File: config.mk
export PLATFORM = sky130hd
export DESIGN_NAME = point_light_face_shader_flat
export DESIGN_NICKNAME = d
export VERILOG_FILES = /design/src/rtl/plf_pkg.sv /design/src/rtl/plf_req_if.sv /design/src/rtl/plf_sqrt.sv /design/src/rtl/plf_div.sv /design/src/rtl/point_light_face_shader.sv /design/src/flat_wrapper.sv
export SDC_FILE = /design/constraint.sdc
export NUM_CORES = 2
export LEC_CHECK = 0
export BUFFER_PORTS_ARGS = -buffer_cell sky130_fd_sc_hd__buf_4
export CORE_UTILIZATION = 50
export CTS_CLUSTER_SIZE = 30
export DETAILED_ROUTE_END_ITERATION = 10
export PLACE_DENSITY = 0.66
export SLEW_MARGIN = 40
export SYNTH_ARGS = -nofsm -noshare
export SYNTH_HDL_FRONTEND = slang
export SYNTH_HIERARCHICAL = 1
export SYNTH_SLANG_ARGS = --single-unit
File: constraint.sdc
create_clock -name clk -period 16.3 [get_ports clk]
set_input_delay 4.075 -clock clk [delete_from_list [all_inputs] [get_ports clk]]
set_output_delay 4.075 -clock clk [all_outputs]
set_load 0.1 [all_outputs]
File: src/rtl/plf_pkg.sv
package plf_pkg;

  // Default coordinate width of the point and light positions.
  localparam int COORD_BITS_DEF = 16;

  // Q16 constants: 1.0 is 65536.
  localparam logic [16:0] ONE_Q16      = 17'd65536;
  localparam logic [16:0] BAKED_MIN    = 17'd6554;
  localparam logic [16:0] AMB_BASE     = 17'd19661;
  localparam logic [16:0] AMB_SPAN     = 17'd45875;
  localparam logic [16:0] NO_SECTOR    = 17'd45875;
  localparam logic [24:0] RECIP_255    = 25'd16843010;
  localparam logic [7:0]  ROUND_255    = 8'd127;
  localparam logic [9:0]  LIT_DYN_GAIN = 10'd765;
  localparam logic [27:0] LIT_ROUND    = 28'd131072;
  localparam logic [24:0] DYN_ROUND    = 25'd32768;

  // Iterative unit sizes.
  localparam int RAD_BITS  = 15;
  localparam int ROOT_BITS = 31;
  localparam int QUO_BITS  = 16;

  typedef enum logic [1:0] {
    REQ_HEADER = 2'd0,
    REQ_BAKED  = 2'd1,
    REQ_STACK  = 2'd2,
    REQ_FINISH = 2'd3
  } req_t;

  typedef enum logic [4:0] {
    S_IDLE, S_DX, S_DY, S_DZ, S_RR, S_CMP, S_SQRT, S_DIV, S_INT, S_IREG,
    S_CM, S_RC, S_ADD, S_FA, S_FR, S_FS, S_LB, S_LA, S_LS, S_OUT
  } state_t;

  typedef struct packed {
    logic [7:0] r;
    logic [7:0] g;
    logic [7:0] b;
    logic [7:0] a;
  } rgba_t;

  typedef enum logic [2:0] {
    KIND_WALL, KIND_FLOOR, KIND_CEILING, KIND_WATER, KIND_LAVA, KIND_PORTAL
  } kind_t;

  function automatic rgba_t base_color(input logic [2:0] kind);
    rgba_t c;
    case (kind)
      KIND_FLOOR:   c = '{r: 8'd115, g: 8'd107, b: 8'd97,  a: 8'd255};
      KIND_CEILING: c = '{r: 8'd77,  g: 8'd71,  b: 8'd64,  a: 8'd255};
      KIND_WATER:   c = '{r: 8'd38,  g: 8'd77,  b: 8'd140, a: 8'd204};
      KIND_LAVA:    c = '{r: 8'd179, g: 8'd51,  b: 8'd13,  a: 8'd255};
      KIND_PORTAL:  c = '{r: 8'd26,  g: 8'd26,  b: 8'd26,  a: 8'd77};
      default:      c = '{r: 8'd140, g: 8'd128, b: 8'd107, a: 8'd255};
    endcase
    return c;
  endfunction

endpackage

File: src/rtl/plf_req_if.sv
interface plf_req_if #(
  parameter int COORD_BITS = plf_pkg::COORD_BITS_DEF
);
  logic                         valid;
  logic                         ready;
  logic [1:0]                   req_type;
  logic signed [COORD_BITS-1:0] pos_x;
  logic signed [COORD_BITS-1:0] pos_y;
  logic signed [COORD_BITS-1:0] pos_z;
  logic [14:0]                  radius;
  logic [7:0]                   brightness;
  logic [7:0]                   red;
  logic [7:0]                   green;
  logic [7:0]                   blue;
  logic [2:0]                   face_kind;
  logic [8:0]                   ambient;
  logic                         no_light;

  modport source (
    output valid, req_type, pos_x, pos_y, pos_z, radius, brightness,
           red, green, blue, face_kind, ambient, no_light,
    input  ready
  );
  modport sink (
    input  valid, req_type, pos_x, pos_y, pos_z, radius, brightness,
           red, green, blue, face_kind, ambient, no_light,
    output ready
  );
endinterface

interface plf_res_if;
  logic       valid;
  logic       ready;
  logic [7:0] lit_red;
  logic [7:0] lit_green;
  logic [7:0] lit_blue;
  logic [7:0] lit_alpha;
  logic [7:0] dyn_red;
  logic [7:0] dyn_green;
  logic [7:0] dyn_blue;

  modport source (
    output valid, lit_red, lit_green, lit_blue, lit_alpha, dyn_red, dyn_green, dyn_blue,
    input  ready
  );
  modport sink (
    input  valid, lit_red, lit_green, lit_blue, lit_alpha, dyn_red, dyn_green, dyn_blue,
    output ready
  );
endinterface

File: src/rtl/plf_sqrt.sv
module plf_sqrt #(
  parameter int ROOT_W = plf_pkg::ROOT_BITS
) (
  input  logic                  clk,
  input  logic                  rst,
  input  logic                  start,
  input  logic [2*ROOT_W-1:0]   radicand,
  output logic                  done,
  output logic [ROOT_W-1:0]     root
);
  localparam int RMW = ROOT_W + 1;
  localparam int CNW = $clog2(ROOT_W + 1);

  logic [2*ROOT_W-1:0] rad;
  logic [RMW-1:0]      rem;
  logic [CNW-1:0]      cnt;
  logic                busy;
  logic [RMW+1:0]      rem_sh;
  logic [RMW+1:0]      trial;
  logic                fits;

  // One result bit per cycle: two radicand bits move into the remainder.
  assign rem_sh = {rem, rad[2*ROOT_W-1 -: 2]};
  assign trial  = {1'b0, root, 2'b01};
  assign fits   = rem_sh >= trial;

  always_ff @(posedge clk) begin
    if (rst) begin
      busy <= 1'b0;
      done <= 1'b0;
      cnt  <= '0;
    end else begin
      done <= 1'b0;
      if (start) begin
        busy <= 1'b1;
        cnt  <= CNW'(ROOT_W);
        rad  <= radicand;
        rem  <= '0;
        root <= '0;
      end else if (busy) begin
        rad  <= {rad[2*ROOT_W-3:0], 2'b00};
        rem  <= fits ? RMW'(rem_sh - trial) : RMW'(rem_sh);
        root <= {root[ROOT_W-2:0], fits};
        cnt  <= cnt - 1'b1;
        if (cnt == CNW'(1)) begin
          busy <= 1'b0;
          done <= 1'b1;
        end
      end
    end
  end
endmodule

File: src/rtl/plf_div.sv
module plf_div #(
  parameter int QW = plf_pkg::QUO_BITS,
  parameter int DW = plf_pkg::RAD_BITS
) (
  input  logic             clk,
  input  logic             rst,
  input  logic             start,
  input  logic [QW+DW-1:0] dividend,
  input  logic [DW-1:0]    divisor,
  output logic             done,
  output logic [QW-1:0]    quotient
);
  localparam int CNW = $clog2(QW + 1);

  // The upper part of the dividend is below the divisor, so only the low
  // bits produce quotient bits.
  logic [DW-1:0] rem;
  logic [QW-1:0] low;
  logic [DW-1:0] dvs;
  logic [CNW-1:0] cnt;
  logic          busy;
  logic [DW:0]   t;
  logic          ge;

  assign t  = {rem, low[QW-1]};
  assign ge = t >= {1'b0, dvs};

  always_ff @(posedge clk) begin
    if (rst) begin
      busy <= 1'b0;
      done <= 1'b0;
      cnt  <= '0;
    end else begin
      done <= 1'b0;
      if (start) begin
        busy     <= 1'b1;
        cnt      <= CNW'(QW);
        rem      <= dividend[QW+DW-1:QW];
        low      <= dividend[QW-1:0];
        dvs      <= divisor;
        quotient <= '0;
      end else if (busy) begin
        rem      <= ge ? DW'(t - {1'b0, dvs}) : DW'(t);
        low      <= {low[QW-2:0], 1'b0};
        quotient <= {quotient[QW-2:0], ge};
        cnt      <= cnt - 1'b1;
        if (cnt == CNW'(1)) begin
          busy <= 1'b0;
          done <= 1'b1;
        end
      end
    end
  end
endmodule

File: src/rtl/point_light_face_shader.sv
// Point light face shader. Requests arrive in runs: a header request latches
// the face point, face kind, sector ambient and no-light bit and clears the
// dynamic light; on a lit face each baked or stack light request adds
// that light's colour, scaled by a linear falloff over its radius and by
// its brightness, to three saturating Q16 accumulators; a finish request
// returns one result with the lit colour and the dynamic light alone.
// A light that misses the point skips the square root and the divide; for
// one that reaches it the square root is found one bit per cycle and the
// falloff quotient one bit per cycle, and the rest is three squarings,
// the radius squared, the intensity and three colour channels on a single
// shared multiplier. A finish request uses that multiplier too, but not on
// a no-light face, and then waits only if the previous result has not
// been taken. One request is worked on at a time.
module point_light_face_shader #(
  parameter int COORD_BITS = plf_pkg::COORD_BITS_DEF
) (
  input logic     clk,
  input logic     rst,
  plf_req_if.sink req,
  plf_res_if.source res
);
  localparam int CW  = COORD_BITS;
  localparam int MW  = (CW + 1 > 25) ? CW + 1 : 25;
  localparam int PW  = 2 * MW;
  localparam int D2W = 2 * CW + 2;
  localparam int RW  = plf_pkg::RAD_BITS;
  localparam int SW  = plf_pkg::ROOT_BITS;
  localparam int QW  = plf_pkg::QUO_BITS;

  plf_pkg::state_t state, state_next;

  // Held face state.
  logic signed [CW-1:0] point_x, point_y, point_z;
  logic [2:0]           kind_held;
  logic [8:0]           ambient_held;
  logic                 unlit_held;
  logic [16:0]          acc [3];

  // Current light.
  logic signed [CW-1:0] lx, ly, lz;
  logic [RW-1:0]        lrad;
  logic [16:0]          bright;
  logic [7:0]           lcol [3];

  // Working registers.
  logic [D2W-1:0] d2;
  logic [PW-1:0]  prod;
  logic [16:0]    inten;
  logic [16:0]    scale;
  logic [25:0]    lsum;
  logic [1:0]     ch;
  logic [7:0]     res_lit [3];
  logic [7:0]     res_dyn [3];

  logic [MW-1:0]  mul_a, mul_b;
  logic           accept;
  logic           sqrt_start, sqrt_done, div_start, div_done;
  logic [SW-1:0]  root;
  logic [QW-1:0]  quo;
  logic           in_range;
  logic           out_free;

  plf_pkg::rgba_t base;
  logic [7:0]     base_ch;

  assign accept   = req.valid && req.ready;
  assign out_free = !res.valid || res.ready;
  assign base     = plf_pkg::base_color(kind_held);

  always_comb begin
    case (ch)
      2'd0:    base_ch = base.r;
      2'd1:    base_ch = base.g;
      default: base_ch = base.b;
    endcase
  end

  // Distance components against the held point, as magnitudes.
  logic signed [CW:0] dx, dy, dz;
  logic [CW:0]        adx, ady, adz;
  assign dx  = {lx[CW-1], lx} - {point_x[CW-1], point_x};
  assign dy  = {ly[CW-1], ly} - {point_y[CW-1], point_y};
  assign dz  = {lz[CW-1], lz} - {point_z[CW-1], point_z};
  assign adx = dx[CW] ? (CW+1)'(-dx) : (CW+1)'(dx);
  assign ady = dy[CW] ? (CW+1)'(-dy) : (CW+1)'(dy);
  assign adz = dz[CW] ? (CW+1)'(-dz) : (CW+1)'(dz);

  assign in_range = PW'(d2) < prod;

  // Brightness in Q16. Baked: b/96 as b*2048/3, with b split by three
  // into a quotient and a remainder, then clamped to [0.10, 1.0].
  // Stack: b/255 rounded, which is 257*b plus one for the upper half.
  logic [15:0] b171;
  logic [6:0]  b_q3;
  logic [1:0]  b_r3;
  logic [17:0] baked_raw;
  logic [16:0] baked_q16, stack_q16, bright_in;
  logic [10:0] r3_frac;
  assign b171 = 16'(req.brightness) * 16'd171;
  assign b_q3 = b171[15:9];
  assign b_r3 = 2'(req.brightness - 8'(b_q3) * 8'd3);
  always_comb begin
    case (b_r3)
      2'd1:    r3_frac = 11'd682;
      2'd2:    r3_frac = 11'd1365;
      default: r3_frac = 11'd0;
    endcase
  end
  assign baked_raw = {b_q3, 11'b0} + 18'(r3_frac);
  assign baked_q16 = (baked_raw >= 18'(plf_pkg::ONE_Q16)) ? plf_pkg::ONE_Q16 :
                     (baked_raw < 18'(plf_pkg::BAKED_MIN)) ? plf_pkg::BAKED_MIN :
                     17'(baked_raw);
  assign stack_q16 = 17'(17'(req.brightness) * 17'd257) + 17'(req.brightness[7]);
  assign bright_in = (req.req_type == plf_pkg::REQ_BAKED) ? baked_q16 : stack_q16;

  // Accumulator step: add round(c*I/255) through the reciprocal product.
  logic [16:0] add_q;
  logic [17:0] add_sum;
  assign add_q   = prod[48:32];
  assign add_sum = {1'b0, acc[ch]} + {1'b0, add_q};

  // Finish step for one channel.
  logic [27:0] lit_total;
  logic [9:0]  lit_v;
  logic [24:0] dyn_total;
  logic [8:0]  dyn_v;
  assign lit_total = 28'(lsum) + 28'(prod[26:0]) + plf_pkg::LIT_ROUND;
  assign lit_v     = lit_total[27:18];
  assign dyn_total = 25'({acc[ch], 8'b0}) - 25'(acc[ch]) + plf_pkg::DYN_ROUND;
  assign dyn_v     = dyn_total[24:16];

  plf_sqrt #(.ROOT_W(SW)) u_sqrt (
    .clk(clk), .rst(rst), .start(sqrt_start),
    .radicand({30'(d2), 32'b0}), .done(sqrt_done), .root(root)
  );

  plf_div #(.QW(QW), .DW(RW)) u_div (
    .clk(clk), .rst(rst), .start(div_start),
    .dividend(root), .divisor(lrad), .done(div_done), .quotient(quo)
  );

  // Next state.
  always_comb begin
    state_next = state;
    unique case (state)
      plf_pkg::S_IDLE: begin
        if (accept) begin
          unique case (plf_pkg::req_t'(req.req_type)) inside
            plf_pkg::REQ_HEADER: state_next = plf_pkg::S_IDLE;
            plf_pkg::REQ_BAKED, plf_pkg::REQ_STACK:
              state_next = unlit_held ? plf_pkg::S_IDLE : plf_pkg::S_DX;
            plf_pkg::REQ_FINISH:
              state_next = unlit_held ? plf_pkg::S_OUT : plf_pkg::S_FA;
          endcase
        end
      end
      plf_pkg::S_DX:   state_next = plf_pkg::S_DY;
      plf_pkg::S_DY:   state_next = plf_pkg::S_DZ;
      plf_pkg::S_DZ:   state_next = plf_pkg::S_RR;
      plf_pkg::S_RR:   state_next = plf_pkg::S_CMP;
      plf_pkg::S_CMP:  state_next = in_range ? plf_pkg::S_SQRT : plf_pkg::S_IDLE;
      plf_pkg::S_SQRT: if (sqrt_done) state_next = plf_pkg::S_DIV;
      plf_pkg::S_DIV:  if (div_done) state_next = plf_pkg::S_INT;
      plf_pkg::S_INT:  state_next = plf_pkg::S_IREG;
      plf_pkg::S_IREG: state_next = plf_pkg::S_CM;
      plf_pkg::S_CM:   state_next = plf_pkg::S_RC;
      plf_pkg::S_RC:   state_next = plf_pkg::S_ADD;
      plf_pkg::S_ADD:  state_next = (ch == 2'd2) ? plf_pkg::S_IDLE : plf_pkg::S_CM;
      plf_pkg::S_FA:   state_next = plf_pkg::S_FR;
      plf_pkg::S_FR:   state_next = plf_pkg::S_FS;
      plf_pkg::S_FS:   state_next = plf_pkg::S_LB;
      plf_pkg::S_LB:   state_next = plf_pkg::S_LA;
      plf_pkg::S_LA:   state_next = plf_pkg::S_LS;
      plf_pkg::S_LS:   state_next = (ch == 2'd2) ? plf_pkg::S_OUT : plf_pkg::S_LB;
      plf_pkg::S_OUT:  if (out_free) state_next = plf_pkg::S_IDLE;
      default:         state_next = plf_pkg::S_IDLE;
    endcase
  end

  // Handshake, unit starts and operands of the shared multiplier.
  always_comb begin
    req.ready  = (state == plf_pkg::S_IDLE);
    sqrt_start = (state == plf_pkg::S_CMP) && in_range;
    div_start  = (state == plf_pkg::S_SQRT) && sqrt_done;
    mul_a      = '0;
    mul_b      = '0;
    unique case (state) inside
      plf_pkg::S_DX: begin mul_a = MW'(adx); mul_b = MW'(adx); end
      plf_pkg::S_DY: begin mul_a = MW'(ady); mul_b = MW'(ady); end
      plf_pkg::S_DZ: begin mul_a = MW'(adz); mul_b = MW'(adz); end
      plf_pkg::S_RR: begin mul_a = MW'(lrad); mul_b = MW'(lrad); end
      plf_pkg::S_INT: begin
        mul_a = MW'(plf_pkg::ONE_Q16 - 17'(quo));
        mul_b = MW'(bright);
      end
      plf_pkg::S_CM: begin mul_a = MW'(lcol[ch]); mul_b = MW'(inten); end
      plf_pkg::S_RC, plf_pkg::S_FR: begin
        mul_a = MW'(prod[24:0] + 25'(plf_pkg::ROUND_255));
        mul_b = MW'(plf_pkg::RECIP_255);
      end
      plf_pkg::S_FA: begin mul_a = MW'(ambient_held[7:0]); mul_b = MW'(plf_pkg::AMB_SPAN); end
      plf_pkg::S_LB: begin mul_a = MW'(base_ch); mul_b = MW'(scale); end
      plf_pkg::S_LA: begin mul_a = MW'(acc[ch]); mul_b = MW'(plf_pkg::LIT_DYN_GAIN); end
      default: ;
    endcase
  end

  always_ff @(posedge clk) begin
    if (rst) begin
      state        <= plf_pkg::S_IDLE;
      point_x      <= '0;
      point_y      <= '0;
      point_z      <= '0;
      kind_held    <= '0;
      ambient_held <= '0;
      unlit_held   <= 1'b0;
      acc[0]       <= '0;
      acc[1]       <= '0;
      acc[2]       <= '0;
      res.valid    <= 1'b0;
      ch           <= '0;
    end else begin
      state <= state_next;
      prod  <= mul_a * mul_b;
      // The result register loads when it is empty or being taken.
      if (state == plf_pkg::S_OUT && out_free) res.valid <= 1'b1;
      else if (res.ready) res.valid <= 1'b0;

      unique case (state) inside
        plf_pkg::S_IDLE: begin
          ch <= '0;
          if (accept) begin
            if (req.req_type == plf_pkg::REQ_HEADER) begin
              point_x      <= req.pos_x;
              point_y      <= req.pos_y;
              point_z      <= req.pos_z;
              kind_held    <= req.face_kind;
              ambient_held <= req.ambient;
              unlit_held   <= req.no_light;
              acc[0]       <= '0;
              acc[1]       <= '0;
              acc[2]       <= '0;
            end else if (req.req_type == plf_pkg::REQ_FINISH) begin
              // A no-light face shows its base colour and no dynamic light.
              res_lit[0] <= base.r;
              res_lit[1] <= base.g;
              res_lit[2] <= base.b;
              res_dyn[0] <= '0;
              res_dyn[1] <= '0;
              res_dyn[2] <= '0;
            end else begin
              lx      <= req.pos_x;
              ly      <= req.pos_y;
              lz      <= req.pos_z;
              lrad    <= (req.radius == '0) ? RW'(1) : req.radius;
              bright  <= bright_in;
              lcol[0] <= req.red;
              lcol[1] <= req.green;
              lcol[2] <= req.blue;
            end
          end
        end
        plf_pkg::S_DY:   d2 <= D2W'(prod);
        plf_pkg::S_DZ,
        plf_pkg::S_RR:   d2 <= d2 + D2W'(prod);
        plf_pkg::S_IREG: inten <= prod[32:16];
        plf_pkg::S_ADD: begin
          acc[ch] <= (add_sum > 18'(plf_pkg::ONE_Q16)) ? plf_pkg::ONE_Q16 : 17'(add_sum);
          ch      <= ch + 2'd1;
        end
        plf_pkg::S_FS: begin
          // Ambient above 255 means the face has no sector.
          scale <= ambient_held[8] ? plf_pkg::NO_SECTOR :
                   17'(plf_pkg::AMB_BASE + prod[48:32]);
          ch    <= '0;
        end
        plf_pkg::S_LA: lsum <= {prod[23:0], 2'b00};
        plf_pkg::S_LS: begin
          res_lit[ch] <= (lit_v > 10'd255) ? 8'd255 : lit_v[7:0];
          res_dyn[ch] <= (dyn_v > 9'd255) ? 8'd255 : dyn_v[7:0];
          ch          <= ch + 2'd1;
        end
        plf_pkg::S_OUT: begin
          if (out_free) begin
            res.lit_red   <= res_lit[0];
            res.lit_green <= res_lit[1];
            res.lit_blue  <= res_lit[2];
            res.lit_alpha <= base.a;
            res.dyn_red   <= res_dyn[0];
            res.dyn_green <= res_dyn[1];
            res.dyn_blue  <= res_dyn[2];
          end
        end
        default: ;
      endcase
    end
  end

`ifndef SYNTHESIS
  // Saturation keeps every accumulator at or below 1.0.
  a_acc_bound: assert property (@(posedge clk) disable iff (rst)
    acc[0] <= plf_pkg::ONE_Q16 && acc[1] <= plf_pkg::ONE_Q16 && acc[2] <= plf_pkg::ONE_Q16)
    else $error("accumulator above 1.0");

  // A header request clears the dynamic light.
  a_hdr_clear: assert property (@(posedge clk) disable iff (rst)
    (accept && req.req_type == plf_pkg::REQ_HEADER) |=>
      (acc[0] == '0 && acc[1] == '0 && acc[2] == '0))
    else $error("header did not clear accumulators");

  // A light in range has a squared distance that fits the root unit.
  a_d2_fits: assert property (@(posedge clk) disable iff (rst)
    sqrt_start |-> ((PW'(d2) >> 30) == '0))
    else $error("squared distance too wide for root unit");

  // The root unit only finishes while the sequencer waits for it.
  a_sqrt_wait: assert property (@(posedge clk) disable iff (rst)
    sqrt_done |-> state == plf_pkg::S_SQRT)
    else $error("root finished outside its wait state");
`endif

endmodule
File: src/flat_wrapper.sv
// flat-port wrapper written by rule: the top's interface ports become plain ports
module point_light_face_shader_flat 
#(
  parameter int COORD_BITS = plf_pkg::COORD_BITS_DEF
)
  (clk, rst, req_valid, req_req_type, req_pos_x, req_pos_y, req_pos_z, req_radius, req_brightness, req_red, req_green, req_blue, req_face_kind, req_ambient, req_no_light, req_ready, res_valid, res_lit_red, res_lit_green, res_lit_blue, res_lit_alpha, res_dyn_red, res_dyn_green, res_dyn_blue, res_ready);
  plf_req_if #(.COORD_BITS(COORD_BITS)) req_i ();
  plf_res_if res_i ();
  input logic clk;
  input logic rst;
  input wire logic [$bits(req_i.valid)-1:0] req_valid;
  input wire logic [$bits(req_i.req_type)-1:0] req_req_type;
  input wire logic [$bits(req_i.pos_x)-1:0] req_pos_x;
  input wire logic [$bits(req_i.pos_y)-1:0] req_pos_y;
  input wire logic [$bits(req_i.pos_z)-1:0] req_pos_z;
  input wire logic [$bits(req_i.radius)-1:0] req_radius;
  input wire logic [$bits(req_i.brightness)-1:0] req_brightness;
  input wire logic [$bits(req_i.red)-1:0] req_red;
  input wire logic [$bits(req_i.green)-1:0] req_green;
  input wire logic [$bits(req_i.blue)-1:0] req_blue;
  input wire logic [$bits(req_i.face_kind)-1:0] req_face_kind;
  input wire logic [$bits(req_i.ambient)-1:0] req_ambient;
  input wire logic [$bits(req_i.no_light)-1:0] req_no_light;
  output wire logic [$bits(req_i.ready)-1:0] req_ready;
  output wire logic [$bits(res_i.valid)-1:0] res_valid;
  output wire logic [$bits(res_i.lit_red)-1:0] res_lit_red;
  output wire logic [$bits(res_i.lit_green)-1:0] res_lit_green;
  output wire logic [$bits(res_i.lit_blue)-1:0] res_lit_blue;
  output wire logic [$bits(res_i.lit_alpha)-1:0] res_lit_alpha;
  output wire logic [$bits(res_i.dyn_red)-1:0] res_dyn_red;
  output wire logic [$bits(res_i.dyn_green)-1:0] res_dyn_green;
  output wire logic [$bits(res_i.dyn_blue)-1:0] res_dyn_blue;
  input wire logic [$bits(res_i.ready)-1:0] res_ready;
  assign req_i.valid = req_valid;
  assign req_i.req_type = req_req_type;
  assign req_i.pos_x = req_pos_x;
  assign req_i.pos_y = req_pos_y;
  assign req_i.pos_z = req_pos_z;
  assign req_i.radius = req_radius;
  assign req_i.brightness = req_brightness;
  assign req_i.red = req_red;
  assign req_i.green = req_green;
  assign req_i.blue = req_blue;
  assign req_i.face_kind = req_face_kind;
  assign req_i.ambient = req_ambient;
  assign req_i.no_light = req_no_light;
  assign req_ready = req_i.ready;
  assign res_valid = res_i.valid;
  assign res_lit_red = res_i.lit_red;
  assign res_lit_green = res_i.lit_green;
  assign res_lit_blue = res_i.lit_blue;
  assign res_lit_alpha = res_i.lit_alpha;
  assign res_dyn_red = res_i.dyn_red;
  assign res_dyn_green = res_i.dyn_green;
  assign res_dyn_blue = res_i.dyn_blue;
  assign res_i.ready = res_ready;
  point_light_face_shader #(.COORD_BITS(COORD_BITS)) u_core (.clk(clk), .rst(rst), .req(req_i), .res(res_i));
endmodule
==> impl_results.md <==
* P_sw at 5.91 mW
* ANT nets after route at 0
* Vias per cell at 5.66
* Critical Path RT at 16.68 ns
* Area Growth Syn to Fin at 11.3%
* Slowest cell on crit path: or4_1
* Post-Syn Area at 55500 sq um
* Type of origin of the critical path: register
* I/O pins at 172
* Drt wl/cell at 21.2 microns
* Vias in the first global route at 40.7k
* Sw frac at 0.482
* Max Clk Rate at 85.5 MHz
* # hold bufs at CTS at 0
* Via count at 41.4k
* Avg Inst Size Synth at 10.0 sq um
* Clock buffer count from CTS at 81
* R2R Path End: u_core/prod[46]$_DFFE_PN_
* Core region area at 109000 sq um
* Hold EP: u_core/res.lit_red[3]$_DFFE_PP_
* Skew final at 0.0242 ns
* Skew-Pair Late Insertion Delay at 0.66 ns
* Compound-gate portion of the synthesized area at 0.118
* Reg2reg setup slack at 4.61 ns
* Worst Hold Class: reg2reg
* Hold path start: u_core/res_lit[0][3]$_DFFE_PP_
* Total negative slack at 0 ns
* HPWL after detailed placement at 120 mm
* GRT overflow at 0
* Multi-input logic area at 32800 sq um
* Top FF cell, synth: edfxtp_1
* Synth area leader: edfxtp_1
* # H-tree levels at 3
* Iter 0 DRT Violations at 4036
* Worst-Margin Slew at 0.896 ns
* Post-Synth Adder-Cell Area at 0.251
* RSZ-0062 raised after global routing: false
* Die area at 112000 sq um
* Die Ht at 335 microns
* Clock slew at reported path FFs at 0.06 ns
* First-pass GRT wire length at 238 mm
* Register bit total from synthesis at 685
* Sequential power share at 0.212
* Maximum vdd drop at 0.311 mV
* Remaining DRCs at 0
* Drt total wl at 155 mm
* Fin Hold WS at 0.415 ns
* Crit path max fanout at 10
* Max-cap viol count at 0
* Reg area at 19700 sq um
* Most frequent CP cell: fa_1
* Synth Warn # at 6
* Top cells by area, synth: edfxtp_1 32%, fa_1 14%, ha_1 12%, inv_1 5.2%, nor2_1 3.5%
* Final setup fails at 0
* CTS Sinks at 685
* CTS tree: built
* Width of the chip at 335 microns
* Port bufs at 168
* Seq/Total Area, Yosys at 0.356
* Final Max Tran Viols at 0
* PD cells at 198 nW/um^2
* TritonRoute pass-1 iters at 6
* Post-Synth XOR/XNOR Area at 0.0411
* Ys async rst share at 0
* Crit path DAT at 12.07 ns
* Slew headroom at 0.400
* Post-route clock period utilization at 0.717
* GPL Wtd Cong at 0.954
* Rows at 121
* Pint at 6.34 mW
* Largest net degree at the start of global routing at 93
* Kind of end point of the critical path: register
* Fill count at 9601
* Post-synth EDFFs at 600
* Postcts setup bufs at 0
* Logic pwr share at 0.637
* Initial Util at 0.507
* Power Total at 12.2 mW
* Slowest cell delay on critical path at 0.90 ns
* Antenna violations before repair at 8
* Lkg Pwr at 26.2 nW
* Post-synthesis mux area share at 0.0351
* Post-Synthesis Cells at 5519
* Outcome: finished, final reports clean
* Synth Area in Simple Gates at 0.133
* Root Driver: clkbuf_16
* Critical path class: reg2reg
* Library cells used by synthesis at 107
* Final Hold Vio Count at 0
* R2R cell count at 37
* Final nets at 6779
* Share of post-route cells with drive strength above 1 at 0.0990
* Largest family of logic cells by synthesized area: adder cells
* Final min period at 11.69 ns
* Gr usage total at 0.277
* Cts repair resizes at 0
* Clock share of power at 0.151
* CTS Buffer Depth at 3
* R2R Path Start: u_core/lz[0]$_DFFE_PP_
* Post-synth top area share at 0.325
* Hold path cells at 0
-- layout by cell type (no fill, tap or decap), drive strengths merged, types with 36 or more instances in the layout --
cell type | netlist | layout
xor2 | 79 | 79
nand2 | 470 | 470
nor2b | 86 | 86
mux2i | 59 | 59
nand2b | 72 | 72
a21oi | 354 | 354
fa | 377 | 377
o21ai | 170 | 170
xnor2 | 181 | 181
edfxtp | 600 | 600
nor3 | 125 | 125
conb | 2 | 147
clkbuf | 147 | 105
nor2 | 513 | 513
ha | 510 | 510
buf | 52 | 230
nor4 | 36 | 36
dfxtp | 85 | 85
a21o | 72 | 72
nand3 | 59 | 59
mux2 | 86 | 86
inv | 761 | 766
-- kinds of logic after synthesis --
family,count (synthesis)
xor+xnor,260
simple gates,1578
compound gates,984
fa+ha+maj,887
buf+inv,961
mux,162
flops,685
other cells,2
-- layer usage --
metal,GRT usage,part of all wire
met2,0.450,0.47
met4,0.109,0.042
met3,0.0368,0.069
met1,0.376,0.42
met5,0,0.00041
-- power by group through the flow --
stage | sequential (mW) | combinational [mW] | clock, mW
finish | 2.60 | 7.80 | 1.84
global route | 2.61 | 8.67 | 1.94
CTS | 2.60 | 7.76 | 1.88
detailed placement | 2.63 | 7.69 | 0
global placement | 2.63 | 7.53 | 0
floorplan | 2.51 | 5.55 | 0
-- cells in the mapped netlist (21+ instances only) --
| master | number |
|---|---|
| ha_1 | 510 |
| o21ai_0 | 164 |
| dfxtp_1 | 85 |
| buf_1 | 23 |
| o21bai_1 | 35 |
| nand2b_1 | 72 |
| xnor2_1 | 181 |
| nor4_1 | 34 |
| o31ai_1 | 24 |
| fa_1 | 377 |
| or3_1 | 35 |
| or2_2 | 21 |
| nand4_1 | 29 |
| inv_1 | 761 |
| mux2i_1 | 59 |
| mux2_2 | 85 |
| o211ai_1 | 26 |
| nor2b_1 | 86 |
| and3_1 | 29 |
| a21o_1 | 72 |
| edfxtp_1 | 600 |
| clkbuf_1 | 147 |
| nor2_1 | 513 |
| and2_1 | 35 |
| nand3_1 | 59 |
| nand2_1 | 468 |
| a31oi_1 | 27 |
| nor3_1 | 122 |
| xor2_1 | 79 |
| o21a_1 | 31 |
| a21oi_1 | 347 |
| a211oi_1 | 21 |
-- area by class of cell --
cell class | instances | share of cell area
Antenna cell | 2 | 0.0000811
Sequential cell | 685 | 0.319
Timing Repair Buffer | 230 | 0.0285
Multi-Input combinational cell | 4018 | 0.532
Clock buffer | 105 | 0.0360
Tap cell | 1476 | 0.0299
Clock inverter | 46 | 0.00807
Inverter | 762 | 0.0463
-- through the flow --
step | std cells | worst slack [ns] | util | instance area, sq um
finish | 7324 | 4.61 | 0.564 | 61700
global route | 7323 | 3.94 | 0.564 | 61700
CTS | 7322 | 4.55 | 0.564 | 61700
detailed placement | 7171 | 4.59 | 0.539 | 59000
global placement | 7163 | 4.19 | 0.537 | 58800
floorplan | 5664 | 6.10 | - | 56000
-- critical path, delay by kind of cell (launching register included) --
family                     cells  cell delay, ns
xor gates and xnor gates       1            0.13
buffers and inverters          5            0.27
DFF                            1            0.35
adders and majority gates     10            4.34
and+or+nand+nor               10            3.09
muxes                          1            0.26
AOI/OAI and AO/OA             10            2.91
-- worst max-delay path by stage --
stage	from	endpoint
floorplan	u_core/ly[0]$_DFFE_PP_	u_core/prod[46]$_DFFE_PN_
global placement	u_core/ly[0]$_DFFE_PP_	u_core/prod[46]$_DFFE_PN_
detailed placement	u_core/ly[0]$_DFFE_PP_	u_core/prod[46]$_DFFE_PN_
CTS	u_core/ly[0]$_DFFE_PP_	u_core/prod[46]$_DFFE_PN_
global route	u_core/lz[0]$_DFFE_PP_	u_core/prod[46]$_DFFE_PN_
finish	u_core/lz[0]$_DFFE_PP_	u_core/prod[46]$_DFFE_PN_
-- registers in the layout, indices dropped and copies added, names as in the netlist, 31 cells and up, named ones only --
register,count
u_core/acc,68
u_core/d2,34
u_core/prod,50
u_core/u_sqrt/rad,62
u_core/u_sqrt/rem,32
u_core/u_sqrt/root,31
Power figures use the tool's default switching activity.
